<file path="src/design/gsdc_pkg.sv">
// Package for the gesture stroke direction coder.
// Holds widths, codes, reset values and the token type; depends on nothing.
package gsdc_pkg;

    localparam int MAX_POINTS  = 64;
    localparam int KEPT_W      = $clog2(MAX_POINTS + 1);

    localparam int COORD_W     = 16;
    localparam int DIFF_W      = COORD_W + 1;
    localparam int STEP_W      = 10;
    localparam int STEP_SQ_W   = 2 * STEP_W;
    localparam int OP_W        = 2;
    localparam int KIND_W      = 2;
    localparam int CODE_W      = 4;
    localparam int CFG_IDX_W   = 1;
    localparam int CFG_DATA_W  = STEP_W;

    localparam int QUEUE_DEPTH = 4;
    localparam int QPTR_W      = $clog2(QUEUE_DEPTH);
    localparam int QCNT_W      = $clog2(QUEUE_DEPTH + 1);

    // event codes
    localparam logic [OP_W-1:0] OP_START = 2'd0;
    localparam logic [OP_W-1:0] OP_MOVE  = 2'd1;
    localparam logic [OP_W-1:0] OP_END   = 2'd2;

    // token kinds
    localparam logic [KIND_W-1:0] KIND_BUTTON    = 2'd0;
    localparam logic [KIND_W-1:0] KIND_DIRECTION = 2'd1;
    localparam logic [KIND_W-1:0] KIND_END       = 2'd2;

    // direction codes, clockwise from up
    localparam logic [CODE_W-1:0] DIR_UP         = 4'd0;
    localparam logic [CODE_W-1:0] DIR_UP_RIGHT   = 4'd1;
    localparam logic [CODE_W-1:0] DIR_RIGHT      = 4'd2;
    localparam logic [CODE_W-1:0] DIR_DOWN_RIGHT = 4'd3;
    localparam logic [CODE_W-1:0] DIR_DOWN       = 4'd4;
    localparam logic [CODE_W-1:0] DIR_DOWN_LEFT  = 4'd5;
    localparam logic [CODE_W-1:0] DIR_LEFT       = 4'd6;
    localparam logic [CODE_W-1:0] DIR_UP_LEFT    = 4'd7;
    localparam logic [CODE_W-1:0] DIR_NONE       = 4'd8;
    localparam logic [CODE_W-1:0] CODE_ZERO      = 4'd0;

    // register indexes
    localparam logic [CFG_IDX_W-1:0] CFG_MIN_STEP  = 1'b0;
    localparam logic [CFG_IDX_W-1:0] CFG_EIGHT_WAY = 1'b1;

    localparam logic [STEP_W-1:0]    MIN_STEP_RESET  = 10'd16;
    localparam logic [STEP_SQ_W-1:0] MIN_SQ_RESET    = STEP_SQ_W'(16 * 16);
    localparam logic                 EIGHT_WAY_RESET = 1'b1;

    typedef struct packed {
        logic [KIND_W-1:0] kind;
        logic [CODE_W-1:0] code;
        logic              last;
    } t_token;

endpackage

</file>
<file path="src/design/gesture_stroke_direction_coder_top.sv">
// Top level of the gesture stroke direction coder: point filter, sector
// finder, token builder and result queue in one module. Uses gsdc_pkg.
//
//  channel   direction  handshake                    payload
//  ------------------------------------------------------------------------
//  events    in         i_in_valid / o_in_stall      i_op, i_pos_x, i_pos_y,
//                                                    i_button_code
//  tokens    out        o_out_valid / i_out_stall    o_token_kind,
//                                                    o_token_code, o_last
//  config    in         i_cfg_we (no wait)           i_cfg_index, i_cfg_data
//
// One request is taken per cycle while o_in_stall is low. A token passes the
// input register, filter stage, product stage and queue before it can itself
// be taken.
// Each request yields up to two tokens, so the token channel bounds the rate
// when many requests give two. A four-entry queue decouples the sides; the
// pipeline holds, and o_in_stall rises, while fewer than two entries are
// free. Reset (synchronous, active low) clears the stage valids, the open
// gesture, the queue, and sets the margin to 16 and eight-way mode.
module gesture_stroke_direction_coder_top (
    input  logic                                  i_clk,
    input  logic                                  i_rst_n,

    input  logic                                  i_in_valid,
    output logic                                  o_in_stall,
    input  logic [gsdc_pkg::OP_W-1:0]             i_op,
    input  logic signed [gsdc_pkg::COORD_W-1:0]   i_pos_x,
    input  logic signed [gsdc_pkg::COORD_W-1:0]   i_pos_y,
    input  logic [gsdc_pkg::CODE_W-1:0]           i_button_code,

    output logic                                  o_out_valid,
    input  logic                                  i_out_stall,
    output logic [gsdc_pkg::KIND_W-1:0]           o_token_kind,
    output logic [gsdc_pkg::CODE_W-1:0]           o_token_code,
    output logic                                  o_last,

    input  logic                                  i_cfg_we,
    input  logic [gsdc_pkg::CFG_IDX_W-1:0]        i_cfg_index,
    input  logic [gsdc_pkg::CFG_DATA_W-1:0]       i_cfg_data
);

    localparam int CW = gsdc_pkg::COORD_W;
    localparam int DW = gsdc_pkg::DIFF_W;
    localparam int SW = gsdc_pkg::STEP_W;
    localparam int KW = gsdc_pkg::KEPT_W;
    localparam int SUM_W = CW + 1;

    // ------------------------------------------------------------------
    // Configuration registers. The squared margin is kept alongside the
    // margin so the filter never multiplies by it.
    // ------------------------------------------------------------------
    logic [SW-1:0]                  r_min_step;
    logic [gsdc_pkg::STEP_SQ_W-1:0] r_min_sq;
    logic                           r_eight_way;

    always_ff @(posedge i_clk) begin
        if (!i_rst_n) begin
            r_min_step  <= gsdc_pkg::MIN_STEP_RESET;
            r_min_sq    <= gsdc_pkg::MIN_SQ_RESET;
            r_eight_way <= gsdc_pkg::EIGHT_WAY_RESET;
        end else if (i_cfg_we) begin
            case (i_cfg_index)
                gsdc_pkg::CFG_MIN_STEP: begin
                    r_min_step <= i_cfg_data;
                    r_min_sq   <= gsdc_pkg::STEP_SQ_W'(i_cfg_data) *
                                  gsdc_pkg::STEP_SQ_W'(i_cfg_data);
                end
                gsdc_pkg::CFG_EIGHT_WAY: begin
                    r_eight_way <= i_cfg_data[0];
                end
                default: begin
                end
            endcase
        end
    end

    // ------------------------------------------------------------------
    // Pipeline advance: every stage moves together whenever the queue can
    // take the two tokens that the last stage may produce.
    // ------------------------------------------------------------------
    logic [gsdc_pkg::QCNT_W-1:0] r_cnt;
    logic                        w_adv;
    logic                        w_in_take;

    assign w_adv      = (r_cnt <= gsdc_pkg::QCNT_W'(gsdc_pkg::QUEUE_DEPTH - 2));
    assign o_in_stall = !w_adv;
    assign w_in_take  = i_in_valid && w_adv;

    // ------------------------------------------------------------------
    // Stage A: input register.
    // ------------------------------------------------------------------
    logic                          r_a_valid;
    logic [gsdc_pkg::OP_W-1:0]     r_a_op;
    logic signed [CW-1:0]          r_a_x;
    logic signed [CW-1:0]          r_a_y;
    logic [gsdc_pkg::CODE_W-1:0]   r_a_button;

    always_ff @(posedge i_clk) begin
        if (!i_rst_n) begin
            r_a_valid <= 1'b0;
        end else if (w_adv) begin
            r_a_valid <= w_in_take;
        end
    end

    always_ff @(posedge i_clk) begin
        if (w_in_take) begin
            r_a_op     <= i_op;
            r_a_x      <= i_pos_x;
            r_a_y      <= i_pos_y;
            r_a_button <= i_button_code;
        end
    end

    // ------------------------------------------------------------------
    // Stage A logic: gesture state and the distance filter. The last kept
    // point feeds straight back, so the keep decision never waits on it:
    // a point with either offset at or beyond the margin is kept at once,
    // otherwise both offsets are below 1024 and narrow squares suffice.
    // ------------------------------------------------------------------
    logic                 r_active;
    logic [KW-1:0]        r_kept;
    logic signed [CW-1:0] r_prev_x;
    logic signed [CW-1:0] r_prev_y;

    logic [DW-1:0]        w_dx;
    logic [DW-1:0]        w_dy;
    logic [DW-1:0]        w_dx_neg;
    logic [DW-1:0]        w_dy_neg;
    logic [CW-1:0]        w_ax;
    logic [CW-1:0]        w_ay;
    logic                 w_near_x;
    logic                 w_near_y;
    logic [gsdc_pkg::STEP_SQ_W-1:0] w_sq_x;
    logic [gsdc_pkg::STEP_SQ_W-1:0] w_sq_y;
    logic [gsdc_pkg::STEP_SQ_W:0]   w_d2;
    logic                 w_far;
    logic                 w_a_start;
    logic                 w_a_offer;
    logic                 w_a_end;
    logic                 w_a_keep;

    always_comb begin
        w_dx     = DW'(r_a_x) - DW'(r_prev_x);
        w_dy     = DW'(r_a_y) - DW'(r_prev_y);
        w_dx_neg = DW'(0) - w_dx;
        w_dy_neg = DW'(0) - w_dy;
        w_ax     = w_dx[DW-1] ? w_dx_neg[CW-1:0] : w_dx[CW-1:0];
        w_ay     = w_dy[DW-1] ? w_dy_neg[CW-1:0] : w_dy[CW-1:0];
        w_near_x = (w_ax < CW'(r_min_step));
        w_near_y = (w_ay < CW'(r_min_step));
        w_sq_x   = gsdc_pkg::STEP_SQ_W'(w_ax[SW-1:0]) *
                   gsdc_pkg::STEP_SQ_W'(w_ax[SW-1:0]);
        w_sq_y   = gsdc_pkg::STEP_SQ_W'(w_ay[SW-1:0]) *
                   gsdc_pkg::STEP_SQ_W'(w_ay[SW-1:0]);
        w_d2     = {1'b0, w_sq_x} + {1'b0, w_sq_y};
        w_far    = !w_near_x || !w_near_y || (w_d2 >= {1'b0, r_min_sq});

        w_a_start = r_a_valid && (r_a_op == gsdc_pkg::OP_START);
        w_a_offer = r_a_valid && r_active &&
                    ((r_a_op == gsdc_pkg::OP_MOVE) || (r_a_op == gsdc_pkg::OP_END));
        w_a_end   = w_a_offer && (r_a_op == gsdc_pkg::OP_END);
        w_a_keep  = w_a_offer && (r_kept < KW'(gsdc_pkg::MAX_POINTS)) && w_far;
    end

    always_ff @(posedge i_clk) begin
        if (!i_rst_n) begin
            r_active <= 1'b0;
            r_kept   <= '0;
            r_prev_x <= '0;
            r_prev_y <= '0;
        end else if (w_adv) begin
            if (w_a_start) begin
                // open anew, dropping any gesture still open
                r_active <= 1'b1;
                r_kept   <= KW'(1);
                r_prev_x <= r_a_x;
                r_prev_y <= r_a_y;
            end else begin
                if (w_a_keep) begin
                    r_kept   <= r_kept + KW'(1);
                    r_prev_x <= r_a_x;
                    r_prev_y <= r_a_y;
                end
                if (w_a_end) begin
                    r_active <= 1'b0;
                end
            end
        end
    end

    // ------------------------------------------------------------------
    // Stage B: offsets of an offered point; form the squares for the sector
    // test. Idle and unused events leave a bubble.
    // ------------------------------------------------------------------
    logic                        r_b_valid;
    logic                        r_b_start;
    logic                        r_b_keep;
    logic                        r_b_end;
    logic [gsdc_pkg::CODE_W-1:0] r_b_button;
    logic [CW-1:0]               r_b_ax;
    logic [CW-1:0]               r_b_ay;
    logic                        r_b_dxn;
    logic                        r_b_dyn;

    always_ff @(posedge i_clk) begin
        if (!i_rst_n) begin
            r_b_valid <= 1'b0;
        end else if (w_adv) begin
            r_b_valid <= w_a_start || w_a_offer;
        end
    end

    always_ff @(posedge i_clk) begin
        if (w_adv) begin
            r_b_start  <= w_a_start;
            r_b_keep   <= w_a_keep;
            r_b_end    <= w_a_end;
            r_b_button <= r_a_button;
            r_b_ax     <= w_ax;
            r_b_ay     <= w_ay;
            r_b_dxn    <= w_dx[DW-1];
            r_b_dyn    <= w_dy[DW-1];
        end
    end

    logic [SUM_W-1:0]   w_sum;
    logic [2*SUM_W-1:0] w_s;
    logic [2*CW-1:0]    w_aa;
    logic [2*CW-1:0]    w_bb;

    always_comb begin
        w_sum = SUM_W'(r_b_ax) + SUM_W'(r_b_ay);
        w_s   = (2*SUM_W)'(w_sum) * (2*SUM_W)'(w_sum);
        w_aa  = (2*CW)'(r_b_ax) * (2*CW)'(r_b_ax);
        w_bb  = (2*CW)'(r_b_ay) * (2*CW)'(r_b_ay);
    end

    // ------------------------------------------------------------------
    // Stage C: pick the sector, decide on a direction token, build tokens.
    // ------------------------------------------------------------------
    logic                        r_c_valid;
    logic                        r_c_start;
    logic                        r_c_keep;
    logic                        r_c_end;
    logic [gsdc_pkg::CODE_W-1:0] r_c_button;
    logic [2*SUM_W-1:0]          r_c_s;
    logic [2*CW-1:0]             r_c_aa;
    logic [2*CW-1:0]             r_c_bb;
    logic                        r_c_a_zero;
    logic                        r_c_b_zero;
    logic                        r_c_a_gt_b;
    logic                        r_c_b_gt_a;
    logic                        r_c_dxn;
    logic                        r_c_dyn;

    always_ff @(posedge i_clk) begin
        if (!i_rst_n) begin
            r_c_valid <= 1'b0;
        end else if (w_adv) begin
            r_c_valid <= r_b_valid;
        end
    end

    always_ff @(posedge i_clk) begin
        if (w_adv) begin
            r_c_start  <= r_b_start;
            r_c_keep   <= r_b_keep;
            r_c_end    <= r_b_end;
            r_c_button <= r_b_button;
            r_c_s      <= w_s;
            r_c_aa     <= w_aa;
            r_c_bb     <= w_bb;
            r_c_a_zero <= (r_b_ax == '0);
            r_c_b_zero <= (r_b_ay == '0);
            r_c_a_gt_b <= (r_b_ax > r_b_ay);
            r_c_b_gt_a <= (r_b_ay > r_b_ax);
            r_c_dxn    <= r_b_dxn;
            r_c_dyn    <= r_b_dyn;
        end
    end

    logic [gsdc_pkg::CODE_W-1:0] r_prev_dir;
    logic [gsdc_pkg::CODE_W-1:0] r_last_dir;
    logic [gsdc_pkg::CODE_W-1:0] w_dir;
    logic                        w_dx_pos;
    logic                        w_dy_pos;
    logic                        w_emit;
    logic [2*SUM_W-1:0]          w_two_aa;
    logic [2*SUM_W-1:0]          w_two_bb;

    always_comb begin
        w_dx_pos = !r_c_dxn && !r_c_a_zero;
        w_dy_pos = !r_c_dyn && !r_c_b_zero;
        w_two_aa = {(2*SUM_W-2*CW-1)'(0), r_c_aa, 1'b0};
        w_two_bb = {(2*SUM_W-2*CW-1)'(0), r_c_bb, 1'b0};

        if (r_c_a_zero) begin
            // straight up or down; no move at all counts as up
            w_dir = w_dy_pos ? gsdc_pkg::DIR_DOWN : gsdc_pkg::DIR_UP;
        end else if (r_eight_way) begin
            // (a+b)^2 < 2b^2 is |dx|/|dy| below tan 22.5, exactly
            if (r_c_s < w_two_bb) begin
                w_dir = r_c_dyn ? gsdc_pkg::DIR_UP : gsdc_pkg::DIR_DOWN;
            end else if (r_c_s < w_two_aa) begin
                w_dir = w_dx_pos ? gsdc_pkg::DIR_RIGHT : gsdc_pkg::DIR_LEFT;
            end else if (w_dx_pos) begin
                w_dir = r_c_dyn ? gsdc_pkg::DIR_UP_RIGHT : gsdc_pkg::DIR_DOWN_RIGHT;
            end else begin
                w_dir = w_dy_pos ? gsdc_pkg::DIR_DOWN_LEFT : gsdc_pkg::DIR_UP_LEFT;
            end
        end else begin
            if (r_c_b_gt_a) begin
                w_dir = r_c_dyn ? gsdc_pkg::DIR_UP : gsdc_pkg::DIR_DOWN;
            end else if (r_c_a_gt_b) begin
                w_dir = w_dx_pos ? gsdc_pkg::DIR_RIGHT : gsdc_pkg::DIR_LEFT;
            end else if (w_dx_pos) begin
                // exact diagonal: take the sector clockwise of it
                w_dir = r_c_dyn ? gsdc_pkg::DIR_RIGHT : gsdc_pkg::DIR_DOWN;
            end else begin
                w_dir = w_dy_pos ? gsdc_pkg::DIR_LEFT : gsdc_pkg::DIR_UP;
            end
        end

        w_emit = r_c_keep && (w_dir == r_prev_dir) && (w_dir != r_last_dir);
    end

    always_ff @(posedge i_clk) begin
        if (!i_rst_n) begin
            r_prev_dir <= gsdc_pkg::DIR_NONE;
            r_last_dir <= gsdc_pkg::DIR_NONE;
        end else if (w_adv && r_c_valid) begin
            if (r_c_start) begin
                r_prev_dir <= gsdc_pkg::DIR_NONE;
                r_last_dir <= gsdc_pkg::DIR_NONE;
            end else if (r_c_keep) begin
                r_prev_dir <= w_dir;
                if (w_emit) begin
                    r_last_dir <= w_dir;
                end
            end
        end
    end

    // tokens of this request, in order
    gsdc_pkg::t_token w_tok0;
    gsdc_pkg::t_token w_tok1;
    logic [1:0]       w_tok_n;
    gsdc_pkg::t_token w_end_tok;

    always_comb begin
        w_end_tok = '{kind: gsdc_pkg::KIND_END, code: gsdc_pkg::CODE_ZERO, last: 1'b1};
        w_tok0    = w_end_tok;
        w_tok1    = w_end_tok;
        w_tok_n   = 2'd0;
        if (r_c_valid) begin
            if (r_c_start) begin
                w_tok0  = '{kind: gsdc_pkg::KIND_BUTTON, code: r_c_button, last: 1'b1};
                w_tok_n = 2'd1;
            end else if (w_emit) begin
                w_tok0  = '{kind: gsdc_pkg::KIND_DIRECTION, code: w_dir, last: !r_c_end};
                w_tok_n = r_c_end ? 2'd2 : 2'd1;
            end else if (r_c_end) begin
                w_tok_n = 2'd1;
            end
        end
    end

    // ------------------------------------------------------------------
    // Result queue: up to two tokens in a cycle, one out unless stalled.
    // ------------------------------------------------------------------
    gsdc_pkg::t_token              r_q [gsdc_pkg::QUEUE_DEPTH];
    logic [gsdc_pkg::QPTR_W-1:0]   r_wp;
    logic [gsdc_pkg::QPTR_W-1:0]   r_rp;
    logic [gsdc_pkg::QPTR_W-1:0]   w_wp1;
    logic [1:0]                    w_push_n;
    logic                          w_pop;

    assign w_push_n    = w_adv ? w_tok_n : 2'd0;
    assign o_out_valid = (r_cnt != '0);
    assign w_pop       = o_out_valid && !i_out_stall;
    assign w_wp1       = r_wp + gsdc_pkg::QPTR_W'(1);

    always_ff @(posedge i_clk) begin
        if (!i_rst_n) begin
            r_wp  <= '0;
            r_rp  <= '0;
            r_cnt <= '0;
        end else begin
            r_wp  <= r_wp + gsdc_pkg::QPTR_W'(w_push_n);
            if (w_pop) begin
                r_rp <= r_rp + gsdc_pkg::QPTR_W'(1);
            end
            r_cnt <= r_cnt + gsdc_pkg::QCNT_W'(w_push_n) -
                     gsdc_pkg::QCNT_W'(w_pop);
        end
    end

    always_ff @(posedge i_clk) begin
        if (w_push_n != 2'd0) begin
            r_q[r_wp] <= w_tok0;
        end
        if (w_push_n == 2'd2) begin
            r_q[w_wp1] <= w_tok1;
        end
    end

    assign o_token_kind = r_q[r_rp].kind;
    assign o_token_code = r_q[r_rp].code;
    assign o_last       = r_q[r_rp].last;

endmodule

</file>
<file path="config.mk">
export PLATFORM = sky130hd
export DESIGN_NAME = gesture_stroke_direction_coder_top
export DESIGN_NICKNAME = d
export VERILOG_FILES = /design/src/design/gsdc_pkg.sv /design/src/design/gesture_stroke_direction_coder_top.sv
export SDC_FILE = /design/constraint.sdc
export NUM_CORES = 2
export LEC_CHECK = 0
export BUFFER_PORTS_ARGS = -buffer_cell sky130_fd_sc_hd__buf_2
export CAP_MARGIN = 20
export CORE_MARGIN = 2
export CORE_UTILIZATION = 50
export CTS_BUF_LIST = sky130_fd_sc_hd__clkbuf_8
export DETAILED_ROUTE_END_ITERATION = 16
export GPL_ROUTABILITY_DRIVEN = 1
export PLACE_DENSITY = 0.66
export SETUP_SLACK_MARGIN = 0.2
export SLEW_MARGIN = 25
export SYNTH_ARGS = -nofsm -noshare
export SYNTH_HDL_FRONTEND = slang
export SYNTH_SLANG_ARGS = --single-unit
</file>
<file path="constraint.sdc">
create_clock -name i_clk -period 14.33 [get_ports i_clk]
set_clock_uncertainty 0.15 [all_clocks]
set_input_delay 2.866 -clock i_clk [delete_from_list [all_inputs] [get_ports i_clk]]
set_output_delay 2.866 -clock i_clk [all_outputs]
set_load 0.03 [all_outputs]
</file>
Word-level counts from Yosys, hierarchy flattened:

Memories as Yosys holds them, arrays and structs flattened. A register that Yosys moved wholly into a read port is not among the register bits.
Index checks and enable logic that the tools add are counted.

* add/sub/neg operators: 12
* multiply operators: 6
* magnitude comparators: 9
* equal/unequal tests: 5
* mux-type cells: 45
* bitwise gates (word level): 1
* reductions and logical operators: 41

Operators with widths (count)
* 16-bit two-way mux: 6
* 34-bit by 33-bit less-than comparator with 1-bit output: 2
* 16-bit by 16-bit multiplier with 32-bit output: 2
* 10-bit by 10-bit multiplier with 20-bit output: 3
* 7-bit two-way mux: 5
* 17-bit by 17-bit multiplier with 34-bit output: 1
* 16-bit by 16-bit subtractor with 17-bit output: 2
* 3-bit two-way mux: 11
* 16-bit > comparator: 2
* 16-bit zero test: 2
* 16-bit by 10-bit less-than comparator with 1-bit output: 2
* 1-bit by 16-bit subtractor with 16-bit output (first input constant): 2
* 4-bit two-way mux: 7
* 20-bit by 20-bit adder with 21-bit output: 1
* 21-bit by 20-bit >= comparator with 1-bit output: 1
* 2-bit two-way mux: 9
* 16-bit by 16-bit adder with 17-bit output: 1
* 1-bit logical AND: 13
* 2-bit AND reduction: 5
* 2-bit nonzero test: 5
* 1-bit zero test: 9
* 7-bit by 1-bit adder with 7-bit output (second input constant): 1
* 7-bit less-than comparator (second input constant): 1
* 1-bit two-way mux: 7
* other kinds (14): 19

* bits in registers: 279
* memory bits (writable): 28
* bits of input ports: 54
* output and inout port bits: 9
* logic and storage cells: 160
* memories kept: 1

Memory list
* r_q: words 4, width 7, rd ports 1, clocked after memory_dff 1, wr ports 2, RTL line gesture_stroke_direction_coder_top.sv:372 `gsdc_pkg::t_token r_q [gsdc_pkg::QUEUE_DEPTH];`

Longest topological paths before layout:

* depth in word-level cells: 18
* depth in mapped cells: 47
* mapped depth without buffers: 46

Least setup slack after synthesis:

OpenSTA, ideal clock, no wires.

* kind: flip-flop to output port
* start: register r_cnt[2] (netlist name)
* end: output port o_in_stall
* data arrival time: 9.123 ns
* required time: 11.314 ns
* path slack: 2.191 ns
* stages on the path, launching flop included: 3
* path buffers: 0
* path through: dfxtp_1 > a21oi_1 > inv_2

* longest elaborated chain between the ends: 2

Ends and longest elaborated chain
* start: declaration: RTL line gesture_stroke_direction_coder_top.sv:81 `logic [gsdc_pkg::QCNT_W-1:0] r_cnt;`
* start signal: assignment: RTL line gesture_stroke_direction_coder_top.sv:394 `r_cnt <= r_cnt + gsdc_pkg::QCNT_W'(w_push_n) -`
* 3-bit by 2-bit less-or-equal comparator with 1-bit output: RTL line gesture_stroke_direction_coder_top.sv:85 `assign w_adv = (r_cnt <= gsdc_pkg::QCNT_W'(gsdc_pkg::QUEUE_DEPTH - 2));`
* 1-bit zero test: RTL line gesture_stroke_direction_coder_top.sv:86 `assign o_in_stall = !w_adv;`
* end: declaration: RTL line gesture_stroke_direction_coder_top.sv:25 `output logic o_in_stall,`

No other way between the ends.

Worst setup path after layout:

* start: register r_a_x[0]
* end: register r_kept[5]

* longest elaborated chain between the ends: 10
* elaborated cells on any way between the ends: 13
* those cells by class: add/sub: 3; mul: 1; order compare: 2; mux: 1; reduce/logical: 6

Ends and longest elaborated chain
* start: declaration: RTL line gesture_stroke_direction_coder_top.sv:94 `logic signed [CW-1:0] r_a_x;`
* start signal: assignment: RTL line gesture_stroke_direction_coder_top.sv:109 `r_a_x <= i_pos_x;`
* 16-bit by 16-bit subtractor with 17-bit output (*): RTL line gesture_stroke_direction_coder_top.sv:144 `w_dx = DW'(r_a_x) - DW'(r_prev_x);`
* 1-bit by 16-bit subtractor with 16-bit output: RTL line gesture_stroke_direction_coder_top.sv:146 `w_dx_neg = DW'(0) - w_dx;`
* 16-bit two-way mux (*): RTL line gesture_stroke_direction_coder_top.sv:148 `w_ax = w_dx[DW-1] ? w_dx_neg[CW-1:0] : w_dx[CW-1:0];`
* named net w_ax[9]: RTL line gesture_stroke_direction_coder_top.sv:130 `logic [CW-1:0] w_ax;`
* 10-bit by 10-bit multiplier with 20-bit output or 16-bit by 10-bit less-than comparator with 1-bit output (tied branches): RTL line gesture_stroke_direction_coder_top.sv:152, gesture_stroke_direction_coder_top.sv:150
* 20-bit by 20-bit adder with 21-bit output or 1-bit zero test (tied branches): RTL line gesture_stroke_direction_coder_top.sv:156, gesture_stroke_direction_coder_top.sv:157
* 21-bit by 20-bit >= comparator with 1-bit output or 1-bit logical OR (tied branches): RTL line gesture_stroke_direction_coder_top.sv:157 `w_far = !w_near_x || !w_near_y || (w_d2 >= {1'b0, r_min_sq});`
* 1-bit logical OR (*): RTL line gesture_stroke_direction_coder_top.sv:157
* 1-bit logical AND (*): RTL line gesture_stroke_direction_coder_top.sv:163 `w_a_keep = w_a_offer && (r_kept < KW'(gsdc_pkg::MAX_POINTS)) && w_far;`
* 2-bit nonzero test (no line) (*)
* 2-bit AND reduction (no line) (*)
* end signal: assignment: RTL line gesture_stroke_direction_coder_top.sv:181 `r_kept <= r_kept + KW'(1);`
* end: declaration: RTL line gesture_stroke_direction_coder_top.sv:122 `logic [KW-1:0] r_kept;`

The timed path passes the listed nets; every way through them passes the cells marked *.
A chain may end at the register's enable or synchronous reset.

==> metrics.cfg <==
[outcome]
status=completed

[flow_run]
cap_violations=0

[grt]
grt.overflow.total=0
antenna_found_initial=3
grt_pass1_wl_um=180900
grt_max_degree=71
grt_pass1_vias=35070
track_usage_pct=23.86

[critical_path]
crit_path_frequent_cell=fa_1
path_class=flop to flop
crit_slowest_cell=or4b_4
r2r-start=r_a_x[0]
crit_path_start=r_a_x[0]
cp.required_ns=14.78
cp_slowest_stage_delay_ns=0.60
start_kind=flop
crit_path_end_kind=flop
arrival_ns=13.13
cp_max_fo=19

[layout]
drive_gt1_share_pct=5.170
areaGrowthSynthToFinish_pct=6.766
nNetsFinal=6454

[placed_design]
port_buffers=62
hpwl_um=87960
place_congestion=0.9051

[routing]
drt_iter0_markers=1752
detail-route-antenna-nets=0
via_per_inst=5.274
drt_pass1_iterations=5
num_vias=33770
routed_wl_um=109600
wl_met1_um=46400
drc=0
wire_per_inst_um=17.12
met2_length_um=54860
wl_met3_um=4829
top_layer=met4

[synthesis]
synth_mux_area_share_pct=0.6482
synth.distinct_cells=99
synth-simple-area-share_pct=11.91
synth_top_family_by_area=adder cells
synth_xor_area_share_pct=3.806
synth_compound_area_share_pct=10.05
synth_fp_nets=6381
syn_avg_cell_area_um2=9.292
synth_seq_area_share_pct=16.97
yosys_warnings=0
synthArstFlopShare_pct=0
synth_adder_area_share_pct=46.06
ys_ff_latch=303
syn_inst=5027
synth_area_um2=46710
synth_edf_count=186
synthFlopType=edfxtp_1

[clocking]
cts_buffer_depth=3
cts_tree=yes
cts_resized=0
cts_inserted_buffers=57
clock_latency_ns=0.73
htree_levels=2
clkSlewWorstSetupHoldPaths_ns=0.06
root_buffer=clkbuf_8
cts.sinks=303
cts-hold-fix-buffers=0
postCtsSetupRepairBufs=0

[sta]
tns_ns=0
finalCriticalPeriod_ns=12.68
finalSetupViolCount=0
worstMarginPinSlew_ns=1.023
hold_viol_final=0
finalCritPeriodShare_pct=88.48
slew-limit-headroom_pct=31.32
rsz0062_at_grt=no
slew_violations=0
max_freq_mhz=78.87

[floorplanning]
io_pins=63
die_h_um=309.7
die_w_um=309.7
die_area_um2=95880
initial_utilization_pct=50.28
core.rowCount=112
core_area_um2=92910

[hold_path]
hp-start=r_a_button[0]
hold_path_class=flop to flop

registers in the layout, summed over array words and instances (netlist names), 18 cells and up, named ones only:
| signal | flops |
|---|---|
| r_min_sq | 18 |
| r_c_aa | 31 |
| r_q | 28 |
| r_c_s | 32 |
| r_c_bb | 31 |
kinds of logic after synthesis:
group,count (synthesis)
compound gates,721
xor+xnor,203
fa+ha+maj,1300
buf+inv,1304
flops,303
mux,21
simple gates,1175
cells in the mapped netlist (8+ instances only):
cell type | number | share of area (%)
a31oi_1 | 25 | 0.33
o21a_1 | 35 | 0.56
nor4_1 | 17 | 0.23
clkbuf_1 | 98 | 0.79
and4_1 | 8 | 0.15
and3_1 | 15 | 0.20
fa_1 | 699 | 30
nand2b_1 | 42 | 0.56
a21oi_1 | 228 | 2.4
nor3_1 | 57 | 0.61
o21bai_1 | 31 | 0.50
mux2i_1 | 10 | 0.21
nor2_1 | 333 | 2.7
or2_2 | 14 | 0.19
a21boi_0 | 8 | 0.13
dfxtp_1 | 117 | 5.0
nor2b_1 | 46 | 0.62
or3_1 | 20 | 0.27
nand2_1 | 368 | 3.0
o31ai_1 | 18 | 0.29
xor2_1 | 55 | 1.0
xnor2_1 | 148 | 2.8
o2111ai_1 | 10 | 0.19
inv_1 | 1166 | 9.4
a211o_1 | 8 | 0.15
a21o_1 | 76 | 1.2
edfxtp_1 | 186 | 12
a211oi_1 | 18 | 0.29
o21ai_0 | 144 | 1.5
clkinv_1 | 22 | 0.18
nand3_1 | 83 | 0.89
nand4_1 | 29 | 0.39
and2_1 | 102 | 1.4
ha_1 | 601 | 16
o211ai_1 | 15 | 0.24
placed cells by master, fill, tap and decap left out, types with 20 or more instances in the layout:
cell type / netlist / routed
a21o_1: 76 / 76
a31oi_1: 25 / 25
nand2_1: 368 / 368
ha_1: 601 / 601
edfxtp_1: 186 / 186
o21a_1: 35 / 35
dfxtp_1: 117 / 117
clkbuf_8: 0 / 61
xnor2_1: 148 / 148
buf_2: 6 / 62
nand4_1: 29 / 29
or3_1: 20 / 20
nor2_1: 333 / 332
clkinv_1: 22 / 26
a21oi_1: 228 / 227
o21bai_1: 31 / 31
fa_1: 699 / 699
and2_1: 102 / 102
nor2b_1: 46 / 46
nor3_1: 57 / 57
nand3_1: 83 / 83
inv_1: 1166 / 1189
xor2_1: 55 / 55
nand2b_1: 42 / 42
o21ai_0: 144 / 144
buf_4: 0 / 61
final cells by class:
type	instances	area [um^2]
Sequential cell	303	7928
Fill cell	8565	43040
Tap cell	1254	1569
Timing Repair Buffer	124	795.8
Clock inverter	43	380.4
Clock buffer	61	839.6
Multi-Input combinational cell	3420	33870
Inverter	1194	4482
Antenna cell	3	7.507
critical path, delay by kind of cell (launching register included):
kind,cells,cell delay [ns]
compound gates,16,3.86
xor+xnor,3,0.80
fa+ha+maj,11,4.67
buf+inv,7,0.80
flops,1,0.37
mux,1,0.14
simple gates,4,1.75
final timing paths:
path                                       to  slack [ns]  cells past startpoint
worst max register to register      r_kept[5]        1.65                     42
worst min register to register  r_b_button[0]        0.28                      0
worst max-delay path                r_kept[5]        1.65                     42
worst min-delay path            r_b_button[0]        0.28                      0
layer usage:
| layer | up-vias | global-route usage, % |
|---|---|---|
| met5 | - | 0 |
| met2 | 671 | 42.10 |
| met3 | 160 | 2.849 |
| met4 | 0 | 7.146 |
| met1 | 16710 | 30.67 |
| li1 | 16230 | - |
per-stage QoR:
step           utilization [%]  setup WS, ns  std cells  area, um^2  hold WS [ns]
2_1_floorplan                -         2.191       5027       46710        0.2503
6_report                 53.68         1.651       6402       49870        0.2764
4_1_cts                  53.64         1.471       6398       49840        0.2802
3_3_place_gp             52.33         1.832       6294       48620        0.2530
3_5_place_dp             52.33         1.545       6294       48620        0.2614
5_1_grt                  53.68        0.9846       6402       49870        0.2785
Power is left out: the tool's default activity adds up to more than one toggle a clock period on the data nets, which glitch-free logic cannot reach.
